**config.mk**
```make
export PLATFORM = sky130hd
export DESIGN_NAME = srmap_queue
export DESIGN_NICKNAME = d
export VERILOG_FILES = /design/src/design/srmap_pkg.sv /design/src/design/srmap_queue.sv
export SDC_FILE = /design/constraint.sdc
export NUM_CORES = 1
export LEC_CHECK = 0
export ABC_AREA = 1
export BUFFER_PORTS_ARGS = -buffer_cell sky130_fd_sc_hd__buf_2
export CORE_ASPECT_RATIO = 2
export CORE_MARGIN = 4
export CORE_UTILIZATION = 56
export DETAILED_ROUTE_END_ITERATION = 8
export HOLD_SLACK_MARGIN = 0.08
export PLACE_DENSITY = 0.85
export SYNTH_ARGS = -nofsm -noshare
export SYNTH_HDL_FRONTEND = slang
export SYNTH_SLANG_ARGS = --single-unit
```
**constraint.sdc**
```tcl
create_clock -name clock -period 17.03 [get_ports clock]
set_clock_uncertainty 0.05 [all_clocks]
set_input_delay 3.406 -clock clock [delete_from_list [all_inputs] [get_ports clock]]
set_output_delay 3.406 -clock clock [all_outputs]
set_load 0.01 [all_outputs]
```
**src/design/srmap_pkg.sv**
```systemverilog
// ----------------------------------------------------------------------------
// srmap_pkg
// Shared constants, codes and types of the source range map.
// ----------------------------------------------------------------------------
package srmap_pkg;

   localparam int MAX_RANGES   = 64;
   localparam int RESULT_LIMIT = 64;
   localparam int IDX_W        = $clog2(MAX_RANGES);
   localparam int CNT_W        = $clog2(MAX_RANGES + 1);
   localparam int NUM_W        = $clog2(RESULT_LIMIT);
   localparam int CUR_W        = 32 + IDX_W;
   localparam int ENTRY_W      = 64;
   localparam int QUEUE_DEPTH  = 2;
   localparam int QPTR_W       = $clog2(QUEUE_DEPTH);
   localparam int QCNT_W       = $clog2(QUEUE_DEPTH + 1);

   typedef enum logic [1:0] {
      CMD_APPEND = 2'd0,
      CMD_LOCATE = 2'd1,
      CMD_SUBMAP = 2'd2,
      CMD_TAIL   = 2'd3
   } srmap_cmd_type;

   typedef enum logic [1:0] {
      ST_OK   = 2'd0,
      ST_MISS = 2'd1,
      ST_FULL = 2'd2,
      ST_ZERO = 2'd3
   } srmap_status_type;

   typedef struct packed {
      srmap_cmd_type cmd;
      logic [31:0]   position;
      logic [31:0]   offset;
      logic [31:0]   length;
      logic          zero_len;
   } srmap_item_type;

endpackage

```
**src/design/srmap_queue.sv**
```systemverilog
// ----------------------------------------------------------------------------
// srmap_queue
// Short command queue between the front and the back.
// ----------------------------------------------------------------------------
module srmap_queue
   import srmap_pkg::*;
(
   input  logic           clock,
   input  logic           reset,
   input  srmap_item_type in_item,
   input  logic           in_valid,
   output logic           in_ready,
   output srmap_item_type out_item,
   output logic           out_valid,
   input  logic           out_ready
);

   srmap_item_type   slot_ff [QUEUE_DEPTH];
   logic [QPTR_W-1:0] wr_ptr_ff, wr_ptr_in;
   logic [QPTR_W-1:0] rd_ptr_ff, rd_ptr_in;
   logic [QCNT_W-1:0] fill_ff, fill_in;
   logic              push;
   logic              pop;

   assign in_ready  = (fill_ff != QCNT_W'(QUEUE_DEPTH));
   assign out_valid = (fill_ff != QCNT_W'(0));
   assign push      = in_valid && in_ready;
   assign pop       = out_valid && out_ready;
   assign out_item  = slot_ff[rd_ptr_ff];

   always_comb begin
      wr_ptr_in = wr_ptr_ff;
      rd_ptr_in = rd_ptr_ff;
      fill_in   = fill_ff;
      if (push) begin
         wr_ptr_in = (wr_ptr_ff == QPTR_W'(QUEUE_DEPTH - 1)) ? '0 : wr_ptr_ff + QPTR_W'(1);
      end
      if (pop) begin
         rd_ptr_in = (rd_ptr_ff == QPTR_W'(QUEUE_DEPTH - 1)) ? '0 : rd_ptr_ff + QPTR_W'(1);
      end
      if (push && !pop) begin
         fill_in = fill_ff + QCNT_W'(1);
      end else if (pop && !push) begin
         fill_in = fill_ff - QCNT_W'(1);
      end
   end

   always_ff @(posedge clock) begin
      if (reset) begin
         wr_ptr_ff <= '0;
         rd_ptr_ff <= '0;
         fill_ff   <= '0;
      end else begin
         wr_ptr_ff <= wr_ptr_in;
         rd_ptr_ff <= rd_ptr_in;
         fill_ff   <= fill_in;
      end
   end

   always_ff @(posedge clock) begin
      if (push) begin
         slot_ff[wr_ptr_ff] <= in_item;
      end
   end

endmodule

```
; ---- Word level (Yosys, flattened, before mapping)
; Memory sizes are Yosys's and may differ from the RTL's. A register that Yosys moved wholly into a read port is not among the register bits.
; Cells that the tools add are included.
[totals]
register_bits = 4
ramBits = 198
input_bits = 103
output_inout_bits = 101
word_cells = 25
n_memories = 1
[classes]
add_sub_neg = 4
eq_ne = 1
mux = 8
reduce_logical = 8
[memory_table]
columns = memory, depth, word_bits, rd, rd_clocked_by_memory_dff, write_ports, line
row1 = slot_ff, 2, 99, 1, 1, 1, srmap_queue.sv:18  ; srmap_item_type slot_ff [QUEUE_DEPTH];
[op_table]
columns = cell, count
row1 = 1-bit 2-to-1 mux, 6
row2 = 1-bit logical AND, 4
row3 = 2-bit 2-to-1 mux, 2
row4 = 2-bit nonzero test, 2
row5 = 1-bit adder (second input constant), 2
row6 = 2-bit by 1-bit adder with 2-bit output (second input constant), 1
row7 = 1-bit logical NOT, 2
row8 = 2-bit inequality test (second input constant), 1
row9 = 2-bit by 1-bit subtractor with 2-bit output (second input constant), 1

; ---- Depth between registers and ports, before layout
[logic_depth]
depth_word = 6
depth_mapped = 11
ltp_nobuf = 11

; ---- Least setup slack after synthesis
; Ideal clock, no wire load.
[synth_timing]
kind = input -> register
startpoint = input port in_valid
endpoint = memory slot_ff[0][0] (netlist bit) (enable)
setup_ns = 0.557
t_arrival_ns = 7.619
path_slack_ns = 8.804
stages = 2
path_buffers = 0
path_cell_list = nand2_1 nor2_1
[synth_via]
elab_chain_cells = 3
[synth_rtl]
columns = element, line
row1 = from (decl), srmap_queue.sv:11  ; input logic in_valid,
row2 = 1-bit logical AND, srmap_queue.sv:27  ; assign push = in_valid && in_ready;
row3 = 1-bit 2-to-1 mux, srmap_queue.sv:61  ; if (push) begin
row4 = 1-bit 2-to-1 mux (not written as such), srmap_queue.sv:62  ; slot_ff[wr_ptr_ff] <= in_item;
row5 = to (decl), srmap_queue.sv:18
; Every way passes these cells.

==> qor.yml <==
r2r-end: "slot_ff[0][22]$_DFFE_PP_"
route.antenna.remaining_nets: 0
yosysTopAreaCellShare_pct: 80.23
pwr-share-clk_pct: 27.9
initial_core_util_pct: 57.04
drive_above_1_share_pct: 58.14
end_kind: "primary output"
clk_path_buf_depth: 3
h-tree-depth: 1
vias: 3865
path_buf_inv: 2
finalSetupTns_ns: 0
crit_arrival_ns: 2.54
synth-seq-area-share_pct: 81.58
vias_per_cell: 5.331
crit_path_cell_trace: "buf_4 -> mux2_2 -> buf_2"
final-seq-area_sq_um: 6050
fillers: 827
ys_ff_latch: 203
finish.instance_area_sq_um: 9134
crit_family: "buffers and inverters"
fin_nets: 665
pwr-share-seq_pct: 49.9
p_int_uw: 981.0
p_switching_uw: 342.1
grt_overflow: 0
postCtsHoldBufs: 0
hold_path.class: "flip-flop to flip-flop"
pwr-share-comb_pct: 22.2
max_cap_viol_count: 0
timing.fmax_mhz: 166.9
slew_headroom_pct: 47.22
antenna_found_initial: 2
grt_pass1_wl_um: 21010
worstReg2RegStart: "fill_ff[0]$_SDFFE_PP0P_"
period_share_pct: 35.18
track_usage_pct: 18.39
power.leakage_uw: 0.003456
cts_sinks: 203
r2r_cells: 6
crit_path_max_fanout: 58
critPathKind: "flip-flop to primary output"
hold_depth: 2
boundaryPins: 204
wl_per_cell_um: 19.75
avgSynthCellArea_sq_um: 21.48
finalSetupViolCount: 0
post-route-min-period_ns: 5.991
status: "finished, final reports clean"
die_h_um: 170.7
max_stage_delay_ns: 0.72
start_kind: "flip-flop"
grt_pass1_vias: 4089
clock-root-buffer: "clkbuf_16"
syn_nets: 449
synth_area_sq_um: 7411
hpwl_um: 9801
routed_wl_um: 14320
path_clk_slew_ns: 0.07
design.die.area_sq_um: 15250
cts_tree: "done"
clock_latency_ns: 0.46
hold_violations: 0
final_common_cell: "buf_2"
drc: 0
cts_buffers: 17
slowest_stage: "dfxtp_4"
port_buffers: 203
multi_input_area_sq_um: 1276
cts_resized: 0
min_to: "wr_ptr_ff$_SDFFE_PP0P_"
synth.distinct_cells: 14
rsz0062_at_grt: "no"
fp-row-count: 59
dpl_cell_area_sq_um: 8600
area_delta_synth_final_pct: 23.25
grt_max_degree: 59
ir_worst_vdd_v: 0.0001298
powerDensity_nw_per_um2: 144.9
synthCells: 345
netlist_top_cells_area: "edfxtp_1 80%, mux2_2 14%, mux2_4 2.0%, dfxtp_1 1.4%, buf_2 0.54%"
required_ns: 13.57
power_uw: 1323
swShare_pct: 25.85
gp_congestion: 0.8466
rrSetupSlack_ns: 14.50
drt_iter0_markers: 202
die_w_um: 89.35
yosysTopAreaCell: "edfxtp_1"
final_max_slew_viol_count: 0
ys_warn_count: 0
min_from: "wr_ptr_ff$_SDFFE_PP0P_"
mostFrequentLayoutCells: "203 x buf_2, 198 x edfxtp_1, 89 x mux2_2, 17 x clkbuf_16, 10 x mux2_4"
worstMarginPinSlew_ns: 0.7918
first_pass_iters: 4
cts_setup_buffers: 0
core-area_sq_um: 12990
==> power by group through the flow <==
stage / clock network (uW) / logic (uW) / registers (uW)
6_report: 369 / 294 / 661
5_1_grt: 396 / 319 / 667
4_1_cts: 378 / 299 / 661
3_5_place_dp: 0 / 297 / 671
3_3_place_gp: 0 / 288 / 666
2_1_floorplan: 0 / 194 / 663
==> cells in the mapped netlist <==
| cell type | n |
|---|---|
| ha_1 | 1 |
| inv_1 | 8 |
| mux2_4 | 10 |
| mux2_2 | 89 |
| buf_6 | 3 |
| nand3_1 | 2 |
| nand2_1 | 9 |
| a21oi_1 | 2 |
| nor2_1 | 7 |
| edfxtp_1 | 198 |
| dfxtp_1 | 5 |
| buf_2 | 8 |
| nand4_1 | 1 |
| o21ai_0 | 2 |
==> worst max path at each step <==
stage / end / slack (ns) / cells after the start
floorplan: slot_ff[0][0]$_DFFE_PP_ / 8.80 / 2
global placement: out_item[14] / 11.51 / 3
detailed placement: out_item[14] / 11.48 / 3
CTS: out_item[14] / 10.98 / 3
global route: out_item[12] / 10.89 / 3
finish: out_item[12] / 11.04 / 3
==> worst reg2reg max path: stages (launching register included) <==
cell,delay (ns)
dfxtp_1,0.36
inv_1,0.10
nand2_1,0.10
nand2_1,0.16
nor2_4,0.11
buf_4,0.51
buf_4,0.75
==> registers in the layout, summed over array words and instances, names as in the netlist, named ones only <==
register / count
wr_ptr_ff: 1
slot_ff: 198
rd_ptr_ff: 1
fill_ff: 2
==> per-layer routing <==
metal	vias to the layer above	global-route usage [%]	part of all wire (%)	wire, um
li1	1787	-	-	-
met1	1875	19.68	33	4715
met2	162	33.73	57	8107
met3	41	3.373	6.3	896
met4	0	8.620	4.2	601
met5	-	0	0	0
==> logic make-up after synthesis <==
kind of cell | count (synthesis) | synth area share, %
DFF | 203 | 81.58
AOI/OAI and AO/OA | 4 | 0.2701
buffers and inverters | 19 | 1.401
and+or+nand+nor | 19 | 1.030
adders and majority gates | 1 | 0.1688
muxes | 99 | 15.55
==> area by class of cell <==
| cell class | count | share of cell area (%) |
|---|---|---|
| Timing Repair Buffer | 208 | 11.53 |
| Sequential cell | 203 | 66.23 |
| Antenna cell | 2 | 0.05479 |
| Tap cell | 152 | 2.082 |
| Multi-Input combinational cell | 123 | 13.97 |
| Inverter | 8 | 0.3288 |
| Clock buffer | 22 | 4.863 |
| Clock inverter | 7 | 0.9315 |
==> through the flow <==
step	instances	setup slack, ns	hold WS (ns)	utilization (%)
2_1_floorplan	345	8.804	0.4145	-
5_1_grt	725	10.89	0.5247	70.30
3_5_place_dp	694	11.48	0.4562	66.19
3_3_place_gp	694	11.51	0.4326	66.19
4_1_cts	723	10.98	0.5075	70.26
6_report	725	11.04	0.5110	70.30
Power figures use the tool's default switching activity.
