File: src/design/srmap_pkg.sv
// ----------------------------------------------------------------------------
// srmap_pkg
// Shared constants, codes and types of the source range map.
// ----------------------------------------------------------------------------
package srmap_pkg;

   localparam int MAX_RANGES   = 64;
   localparam int RESULT_LIMIT = 64;
   localparam int IDX_W        = $clog2(MAX_RANGES);
   localparam int CNT_W        = $clog2(MAX_RANGES + 1);
   localparam int NUM_W        = $clog2(RESULT_LIMIT);
   localparam int CUR_W        = 32 + IDX_W;
   localparam int ENTRY_W      = 64;
   localparam int QUEUE_DEPTH  = 2;
   localparam int QPTR_W       = $clog2(QUEUE_DEPTH);
   localparam int QCNT_W       = $clog2(QUEUE_DEPTH + 1);

   typedef enum logic [1:0] {
      CMD_APPEND = 2'd0,
      CMD_LOCATE = 2'd1,
      CMD_SUBMAP = 2'd2,
      CMD_TAIL   = 2'd3
   } srmap_cmd_type;

   typedef enum logic [1:0] {
      ST_OK   = 2'd0,
      ST_MISS = 2'd1,
      ST_FULL = 2'd2,
      ST_ZERO = 2'd3
   } srmap_status_type;

   typedef struct packed {
      srmap_cmd_type cmd;
      logic [31:0]   position;
      logic [31:0]   offset;
      logic [31:0]   length;
      logic          zero_len;
   } srmap_item_type;

endpackage

File: src/design/srmap_front.sv
// ----------------------------------------------------------------------------
// srmap_front
// Input stage: accepts request items, decodes the command and flags
// zero lengths, and holds one item for the command queue.
// ----------------------------------------------------------------------------
module srmap_front
   import srmap_pkg::*;
(
   input  logic           clock,
   input  logic           reset,
   input  logic           req_tvalid,
   output logic           req_tready,
   input  logic [95:0]    req_tdata,
   input  logic [1:0]     req_tuser,
   output srmap_item_type item,
   output logic           item_valid,
   input  logic           item_ready
);

   logic           valid_ff;
   logic           valid_in;
   srmap_item_type item_ff;
   srmap_item_type item_in;

   assign req_tready = !valid_ff || item_ready;

   always_comb begin
      item_in.cmd      = srmap_cmd_type'(req_tuser);
      item_in.position = req_tdata[31:0];
      item_in.offset   = req_tdata[63:32];
      item_in.length   = req_tdata[95:64];
      item_in.zero_len = (req_tdata[95:64] == 32'd0);
      valid_in         = req_tready ? req_tvalid : valid_ff;
   end

   always_ff @(posedge clock) begin
      if (reset) begin
         valid_ff <= 1'b0;
      end else begin
         valid_ff <= valid_in;
      end
   end

   always_ff @(posedge clock) begin
      if (req_tvalid && req_tready) begin
         item_ff <= item_in;
      end
   end

   assign item       = item_ff;
   assign item_valid = valid_ff;

endmodule

File: config.mk
export PLATFORM = sky130hd
export DESIGN_NAME = srmap_front
export DESIGN_NICKNAME = d
export VERILOG_FILES = /design/src/design/srmap_pkg.sv /design/src/design/srmap_front.sv
export SDC_FILE = /design/constraint.sdc
export NUM_CORES = 1
export LEC_CHECK = 0
export BUFFER_PORTS_ARGS = -buffer_cell sky130_fd_sc_hd__buf_2
export CORE_MARGIN = 3
export CORE_UTILIZATION = 40
export DETAILED_ROUTE_END_ITERATION = 12
export GPL_ROUTABILITY_DRIVEN = 0
export PLACE_DENSITY = 0.89
export SLEW_MARGIN = 10
export SYNTH_ARGS = -nofsm -noshare
export SYNTH_HDL_FRONTEND = slang
export SYNTH_SLANG_ARGS = --single-unit
File: constraint.sdc
create_clock -name clock -period 6.6 [get_ports clock]
set_input_delay 1.98 -clock clock [delete_from_list [all_inputs] [get_ports clock]]
set_output_delay 1.98 -clock clock [all_outputs]
set_load 0.02 [all_outputs]
Word-level counts from Yosys, hierarchy flattened
Index checks and enable logic that the tools add are counted.
- register bits after elaboration: 100
- output and inout port bits: 101
- logic and storage cells: 10
- reduce and logical (&&, ||, !) cells: 4
- operator list (operator ; number):
    $logic_not A32 Y1 ; 1
    $logic_and A1 B1 Y1 ; 1
    $logic_not A1 Y1 ; 1
    $logic_or A1 B1 Y1 ; 1

Longest topological paths before layout
Gate-level depths: netlist of the first run.
- word-level depth: 3
- depth in mapped cells: 3

Worst setup path after synthesis of the first run
Ideal clock, no wire load.
- path kind: input to register
- from: input item_ready
- to: register item_ff (netlist bit item[0]), enable pin
- arrival time: 4.572 ns
- data required time: 6.131 ns
- setup slack: 1.560 ns
- cell stages on the path: 2
- path buffers: 0
- cell sequence: nand2b_1 and2_1
- longest elaborated chain between the ends: 2
- ends and longest elaborated chain (element ; RTL line ; source):
    start: declaration ; srmap_front.sv:17 ; input logic item_ready
    $logic_or A1 B1 Y1 ; srmap_front.sv:25 ; assign req_tready = !valid_ff || item_ready;
    $logic_and A1 B1 Y1 ; srmap_front.sv:45 ; if (req_tvalid && req_tready) begin
    end signal: assignment ; srmap_front.sv:46 ; item_ff <= item_in;
    end: declaration ; srmap_front.sv:22 ; srmap_item_type item_ff;
No other way between the ends.
A chain may end at the register's enable or synchronous reset.

Worst setup path after layout of the first run
- from: input item_ready
- to: output req_tready
- longest elaborated chain between the ends: 1
- ends and longest elaborated chain (element ; RTL line ; source):
    $logic_or A1 B1 Y1 ; srmap_front.sv:25 ;
    end: declaration ; srmap_front.sv:12 ; output logic req_tready,
No other way between the ends.

==> reports/metrics.cfg, run 1 <==
[outcome]
status=finished, final reports clean

[critical_path]
worstSetupPathType=primary input to output port
ff2ff_setup_slack_ns=4.92
critPathMostFrequentCell=buf_2
crit_chain=buf_2, nand2b_1, buf_2
critPathMaxFanout=3
cpLargestDelayFamily=buffers and inverters
path_buf_inv=2
start_kind=primary input
required_ns=4.62
critPathMaxStageDelay_ns=0.17
crit_slowest_cell=buf_2
arrival_ns=2.41
cp-end-kind=output port

[synth]
muxShareOfSynthArea_pct=0
synth.largest_area_cell=edfxtp_1
ys_top_cells_by_count=99 x edfxtp_1, 7 x nor4_1, 2 x nand4_1
syn-cell-area_um2=3087
synth.area.top_cells=edfxtp_1 96%, nor4_1 1.4%, dfxtp_1 0.65%, nand4_1 0.41%, nor4_2 0.41%
synthAdderAreaFrac_pct=0
synth_compound_area_share_pct=0.1621
synth_cell_types=10
seq_area_frac_synth_pct=96.96
syn_nets=217
synthFlopType=edfxtp_1
synth_xor_area_share_pct=0
async_flop_share_pct=0
synth-edff-count=99
synth_top_family_by_area=simple AND/OR/NAND/NOR gates
syn-instance-count=115
ys_ff_latch=100
synth.most_common_cell=edfxtp_1
yosys.area_share.simple_pct=2.756
ys_warn_count=0
synth.avg_cell_area_um2=26.84
yosysTopAreaCellShare_pct=96.31

[floorplanning]
core_um2=7370
die_height_um=93.85
fp.dieArea_um2=8807
die_x_um=93.85
io_pins=203
start_util_pct=41.88
placement_rows=31

[sta]
hold_viol=0
rsz0062_at_grt=no
relSlewSlack_pct=59.07
report.final.setup_viol=0
period_share_pct=66.45
layout_min_cycle_time_ns=4.386
skew_ns=0.01321
finalSetupTns_ns=0
worstMarginPinSlew_ns=0.6140
max_freq_mhz=228.0
drv_slew=0
hold_ws_ns=0.5698

[detailed_routing]
num_vias=1933
viasPerCell=4.464
first_pass_iters=4
drc=0
postRouteAntennaNets=0
drt_iter0_markers=89
routed_wl_mm=6.719
wl_per_cell_um=15.52

[placed_design]
dp.cells=416
numPortBuffers=202
dp_hpwl_mm=5.155

[clock_tree]
cts.htree.levels=3
clockBufferDepth=2
cts_sinks=100
hold_buffers=0
clock_latency_ns=0.34
clk_pin_slew_ns=0.09
cts_tree=yes
root_buffer=clkbuf_8
cts_setup_buffers=0
post_cts_resized=0
numCtsBuffers=9

[global_routing]
grt-ovfl-total=0
antenna_found_initial=0
grt_first_pass_wirelength_mm=9.673
grt_pass1_vias=1967
track_usage_pct=14.92
grt_max_degree=100

[power]
power.internal_mw=0.9254
p_leak_nw=1.873
switchingPower_mw=0.2864
ir_drop_mv=0.1445
clkPwrFrac_pct=27.2
p_sw_share_pct=23.63
p_seq_share_pct=61.8
p_per_area_nw_per_um2=274.1
power.total_mw=1.212
p_comb_share_pct=11.0

[run]
cap_viol_max_count=0

[final_layout]
drive_above_1_share_pct=65.27
fin_nets=431
diodes=0
stdcell_count=433
syn_to_final_growth_pct=43.21

[hold_path]
min_path_type=flop to flop

-- kinds of logic after synthesis --
kind of cell | Yosys count
AND/OR/NAND/NOR | 13
AO/OA/AOI/OAI | 1
flip-flops | 100
buffers and inverters | 1
-- power groups by stage --
stage               Combinational, mW  Sequential [mW]  Clock (mW)
CTS                             0.133            0.751       0.344
floorplan                      0.0128            0.816           0
global route                    0.143            0.753       0.371
detailed placement              0.132            0.765           0
global placement                0.129            0.764           0
finish                          0.133            0.749       0.329
-- cells in the final DEF (no fill, tap or decap), types with 2 or more instances in the layout --
master	synthesis	layout
buf_2	0	202
edfxtp_1	99	99
clkbuf_8	0	9
nor4_1	7	7
clkinv_4	0	3
nand4_1	2	2
clkinv_1	0	2
-- sequential cells by signal, summed over array words and instances, names as in the netlist --
signal      cells
item           99
item_valid      1
-- area by class of cell --
cell class              instances  area (um^2)
inverters                       1        3.754
clock inverters                 6        41.29
multi-input cells              14        92.59
well taps                      99        123.9
fillers                       592         2949
repair buffers                203         1039
flip-flops and latches        100         2993
clock buffers                  10        127.6
-- metrics by stage --
stage          cell area (um^2)  util, %  worst slack, ns
6_report                   4420    59.98            2.214
5_1_grt                    4420    59.98            2.195
4_1_cts                    4393    59.61            2.211
3_5_place_dp               4224    57.32            2.213
3_3_place_gp               4224    57.32            2.232
2_1_floorplan              3087        -            1.560
-- worst register-to-register path, cell delays in order, from the launching register on --
cell and delay [ns]:
dfxtp_1 0.33, nand2b_1 0.11, and2_4 0.56, buf_16 0.32
-- worst paths after layout --
path / cells after the start / from / to
max reg2reg: 3 / item_valid$_SDFFE_PP0P_ / item[85]$_DFFE_PP_
min reg2reg: 2 / item_valid$_SDFFE_PP0P_ / item_valid$_SDFFE_PP0P_
max: 3 / item_ready / req_tready
min: 2 / item_valid$_SDFFE_PP0P_ / item_valid$_SDFFE_PP0P_
-- routing by layer --
metal	global-route usage, %	wire, um
met5	0	0
met4	6.859	108
met3	5.689	714
met2	25.78	3494
met1	16.12	2402
(Power assumes the default switching activity.)
==> run 2: changes to the inputs <==
==> constraint.sdc (replaced) <==
create_clock -name clock -period 4.1 [get_ports clock]
set_input_delay 1.23 -clock clock [delete_from_list [all_inputs] [get_ports clock]]
set_output_delay 1.23 -clock clock [all_outputs]
set_load 0.02 [all_outputs]
==> reports/metrics.cfg, run 2 (synthesis gave the netlist of run 1 again) <==
[outcome]
status=finished, final reports clean

[sta]
relSlewSlack_pct=67.13
drv_slew=0
worstMarginPinSlew_ns=0.4930
finalSetupTns_ns=0
hold_ws_ns=0.5396
skew_ns=0.01359
rsz0062_at_grt=no
report.final.setup_viol=0
max_freq_mhz=346.6
layout_min_cycle_time_ns=2.885
period_share_pct=70.37
hold_viol=0

[clock_tree]
post_cts_resized=0
clock_latency_ns=0.34
cts_tree=yes
hold_buffers=0
cts_setup_buffers=0
clockBufferDepth=2
numCtsBuffers=9
cts_sinks=100
cts.htree.levels=3
root_buffer=clkbuf_8
clk_pin_slew_ns=0.10

[placed_design]
numPortBuffers=202
placed_cell_area_um2=4244
dp_hpwl_mm=5.286

[final_layout]
diodes=0
final_common_cell=buf_2
fin_area_um2=4457
drive_above_1_share_pct=66.07
syn_to_final_growth_pct=44.39
final_cell_mix=202 x buf_2, 99 x edfxtp_1, 9 x clkbuf_8
final_util_pct=60.48
largest_reg_flops=99
fin_nets=431

[floorplanning]
die_x_um=93.85
placement_rows=31
fp.dieArea_um2=8807
die_height_um=93.85
core_um2=7370
io_pins=203
start_util_pct=41.88

[critical_path]
r2r_end=item[72]$_DFFE_PP_
path_depth=3
crit_slowest_cell=buf_2
cp-end-kind=output port
cpLargestDelayFamily=buffers and inverters
crit_chain=buf_2, nand2b_1, buf_2
required_ns=2.87
path_buf_inv=2
ff2ff_setup_slack_ns=2.71
arrival_ns=1.66
r2r-start=item_valid$_SDFFE_PP0P_
start_kind=primary input
r2r_cells=3
critPathMostFrequentCell=buf_2
critPathMaxFanout=3
critPathMaxStageDelay_ns=0.17
cp-startpoint=item_ready
endpoint=req_tready
worstSetupPathType=primary input to output port

[global_routing]
grt_max_degree=100
grt_pass1_vias=1991
antenna_found_initial=1
grt-ovfl-total=0
track_usage_pct=15.21
grt_first_pass_wirelength_mm=9.887

[run]
cap_viol_max_count=0

[detailed_routing]
postRouteAntennaNets=0
routed_wl_mm=6.859
viasPerCell=4.530
first_pass_iters=5
num_vias=1957
drt_iter0_markers=42
drc=0
wl_per_cell_um=15.88

[power]
p_comb_share_pct=10.3
power.total_mw=2.075
switchingPower_mw=0.4647
p_leak_nw=1.890
p_sw_share_pct=22.40
p_per_area_nw_per_um2=465.6
clkPwrFrac_pct=31.6
power.internal_mw=1.610
ir_drop_mv=0.3029
p_seq_share_pct=58.2

[hold_path]
min_path_type=flop to flop

-- run 2: changes by cell type in the layout (fill, tap and decap cells not counted) --
cell        delta
clkbuf_1       -1
clkinv_4       -3
buf_16         -1
bufinv_16      +2
buf_12         +1
inv_6          +1
clkinvlp_4     +1
clkinv_1       -2
clkinv_2       +1
-- run 2: layout make-up --
type	instances	area [um^2]
Fill cell	587	2913
Clock inverter	6	88.84
Sequential cell	100	2993
Inverter	1	3.754
Multi-Input combinational cell	14	92.59
Timing Repair Buffer	203	1031
Clock buffer	9	123.9
Tap cell	99	123.9
-- run 2: worst min path at each step --
stage,startpoint,endpoint,slack (ns),cells after the start
6_report,item_valid$_SDFFE_PP0P_,item_valid$_SDFFE_PP0P_,0.54,2
5_1_grt,item_valid$_SDFFE_PP0P_,item_valid$_SDFFE_PP0P_,0.61,2
4_1_cts,item_valid$_SDFFE_PP0P_,item_valid$_SDFFE_PP0P_,0.54,2
3_5_place_dp,item_valid$_SDFFE_PP0P_,item_valid$_SDFFE_PP0P_,0.53,2
3_3_place_gp,item_valid$_SDFFE_PP0P_,item_valid$_SDFFE_PP0P_,0.50,2
2_1_floorplan,item_valid$_SDFFE_PP0P_,item_valid$_SDFFE_PP0P_,0.73,2
-- run 2: through the flow --
stage,instances,setup slack [ns]
floorplan,115,0.8955
global placement,417,1.232
detailed placement,417,1.215
CTS,432,1.215
global route,432,1.171
finish,432,1.215
-- run 2: worst min-delay path: cells and delay by family, from the launching register on --
family | cells | cell delay, ns
flops | 1 | 0.32
simple gates | 1 | 0.10
compound gates | 1 | 0.08
-- run 2: routing by layer --
layer	share of wire, %	up-vias	global-route usage [%]
met2	51	136	26.14
met1	34	899	16.33
met5	0.13	-	0
li1	-	906	-
met4	1.9	2	6.258
met3	13	14	6.651
-- run 2: power groups by stage --
| stage | combinational [mW] | clock [mW] | sequential [mW] |
|---|---|---|---|
| 6_report | 0.213 | 0.655 | 1.21 |
| 5_1_grt | 0.229 | 0.720 | 1.21 |
| 4_1_cts | 0.216 | 0.677 | 1.21 |
| 3_5_place_dp | 0.215 | 0 | 1.23 |
| 3_3_place_gp | 0.210 | 0 | 1.23 |
| 2_1_floorplan | 0.0209 | 0 | 1.31 |
==> run 3: changes to the inputs <==
--- a/config.mk
+++ b/config.mk
@@ -7,10 +7,10 @@
 export LEC_CHECK = 0
 export BUFFER_PORTS_ARGS = -buffer_cell sky130_fd_sc_hd__buf_2
 export CORE_MARGIN = 3
-export CORE_UTILIZATION = 40
+export CORE_UTILIZATION = 37
 export DETAILED_ROUTE_END_ITERATION = 12
 export GPL_ROUTABILITY_DRIVEN = 0
-export PLACE_DENSITY = 0.89
+export PLACE_DENSITY = 0.87
 export SLEW_MARGIN = 10
 export SYNTH_ARGS = -nofsm -noshare
 export SYNTH_HDL_FRONTEND = slang
==> constraint.sdc (replaced) <==
create_clock -name clock -period 2.4 [get_ports clock]
set_input_delay 0.72 -clock clock [delete_from_list [all_inputs] [get_ports clock]]
set_output_delay 0.72 -clock clock [all_outputs]
set_load 0.02 [all_outputs]
==> reports/metrics.cfg, run 3 (synthesis gave the netlist of run 1 again) <==
[clock_tree]
root_buffer=clkbuf_8
clock_latency_ns=0.35
clk_pin_slew_ns=0.09
hold_buffers=0
cts_setup_buffers=0
numCtsBuffers=9
cts_sinks=100
cts.htree.levels=3
post_cts_resized=0
clockBufferDepth=2
cts_tree=yes

[floorplanning]
die_x_um=97.34
core_um2=7928
io_pins=203
start_util_pct=38.94
placement_rows=32
fp.dieArea_um2=9474
die_height_um=97.34

[run]
cap_viol_max_count=0

[global_routing]
grt_max_degree=56
grt_pass1_vias=2045
track_usage_pct=15.37
grt_first_pass_wirelength_mm=11.15
grt-ovfl-total=0
antenna_found_initial=0

[sta]
report.final.setup_viol=0
worstMarginPinSlew_ns=0.3833
skew_ns=0.009795
rsz0062_at_grt=no
max_freq_mhz=537.8
drv_slew=0
hold_viol=0
layout_min_cycle_time_ns=1.859
hold_ws_ns=0.5225
period_share_pct=77.47
finalSetupTns_ns=0
relSlewSlack_pct=74.21

[power]
p_per_area_nw_per_um2=765.2
switchingPower_mw=0.8390
p_seq_share_pct=60.7
p_leak_nw=1.885
p_sw_share_pct=24.68
clkPwrFrac_pct=28.4
p_comb_share_pct=11.0
ir_drop_mv=0.3483
power.internal_mw=2.561

[critical_path]
critPathMostFrequentCell=buf_2
critPathMaxStageDelay_ns=0.17
arrival_ns=1.14
start_kind=primary input
worstSetupPathType=primary input to output port
crit_slowest_cell=buf_2
cpLargestDelayFamily=buffers and inverters
cp-end-kind=output port
crit_chain=buf_2, nand2b_1, buf_2
path_buf_inv=2
ff2ff_setup_slack_ns=1.17
critPathMaxFanout=3
required_ns=1.68

[detailed_routing]
wl_per_cell_um=16.93
drt_iter0_markers=77
first_pass_iters=4
postRouteAntennaNets=0
num_vias=1991
routed_wl_mm=7.397
drc=0
viasPerCell=4.556

[placed_design]
dp_hpwl_mm=5.735
numPortBuffers=202

[final_layout]
final_common_cell=buf_2
final_cell_mix=202 x buf_2, 99 x edfxtp_1, 9 x clkbuf_8
largest_reg_flops=99
syn_to_final_growth_pct=43.94
fin_nets=432
drive_above_1_share_pct=65.97
diodes=0

[hold_path]
min_path_type=primary input to flop

[outcome]
status=finished, final reports clean

## run 3: changes by cell type in the layout (fill, tap and decap cells not counted), sizes merged
cell      change
clkinvlp      -1
bufinv        -2
buf           +1
inv           +2
clkinv        +1
clkbuf        +1
## run 3: final cells by class
class,instances,area (um^2)
clock buffer,10,127.6
sequential,100,2993
clock inverter,6,47.55
inverter,1,3.754
multi-input combinational,14,92.59
timing repair buffer,204,1051
fill,670,3485
tap,102,127.6
## run 3: worst reg2reg max path: stages, from the launching register on
cell      delay (ns)
dfxtp_1         0.32
nand2b_1        0.10
and2_4          0.18
buf_12          0.27
## run 3: final timing paths
path | start | to | cells after the start
setup / recovery | item_ready | req_tready | 3
hold / removal | reset | item_valid$_SDFFE_PP0P_ | 2
setup reg to reg | item_valid$_SDFFE_PP0P_ | item[44]$_DFFE_PP_ | 3
hold reg to reg | item_valid$_SDFFE_PP0P_ | item_valid$_SDFFE_PP0P_ | 2
## run 3: metal layers
metal	vias up	share of wire [%]	GRT usage, %
li1	902	-	-
met1	942	37	17.60
met2	141	52	26.17
met3	6	11	7.107
met4	0	0.81	4.047
met5	-	0	0
## run 3: through the flow
stage | total power [mW] | instance area, um^2 | setup WS [ns] | utilization [%] | instances
after floorplan | 2.273 | 3089 | 0.2220 | - | 115
after global placement | 2.466 | 4268 | 0.5453 | 53.84 | 421
after global routing | 3.557 | 4443 | 0.5049 | 56.04 | 437
final | 3.400 | 4443 | 0.5407 | 56.04 | 437
after detailed placement | 2.483 | 4268 | 0.5365 | 53.84 | 421
after CTS | 3.444 | 4443 | 0.5344 | 56.04 | 437
## run 3: power groups by stage
stage | Sequential (mW) | Clock, mW | Combinational (mW)
global route | 2.07 | 1.09 | 0.397
CTS | 2.07 | 1.00 | 0.378
global placement | 2.10 | 0 | 0.367
detailed placement | 2.10 | 0 | 0.378
finish | 2.06 | 0.965 | 0.372
floorplan | 2.24 | 0 | 0.0365
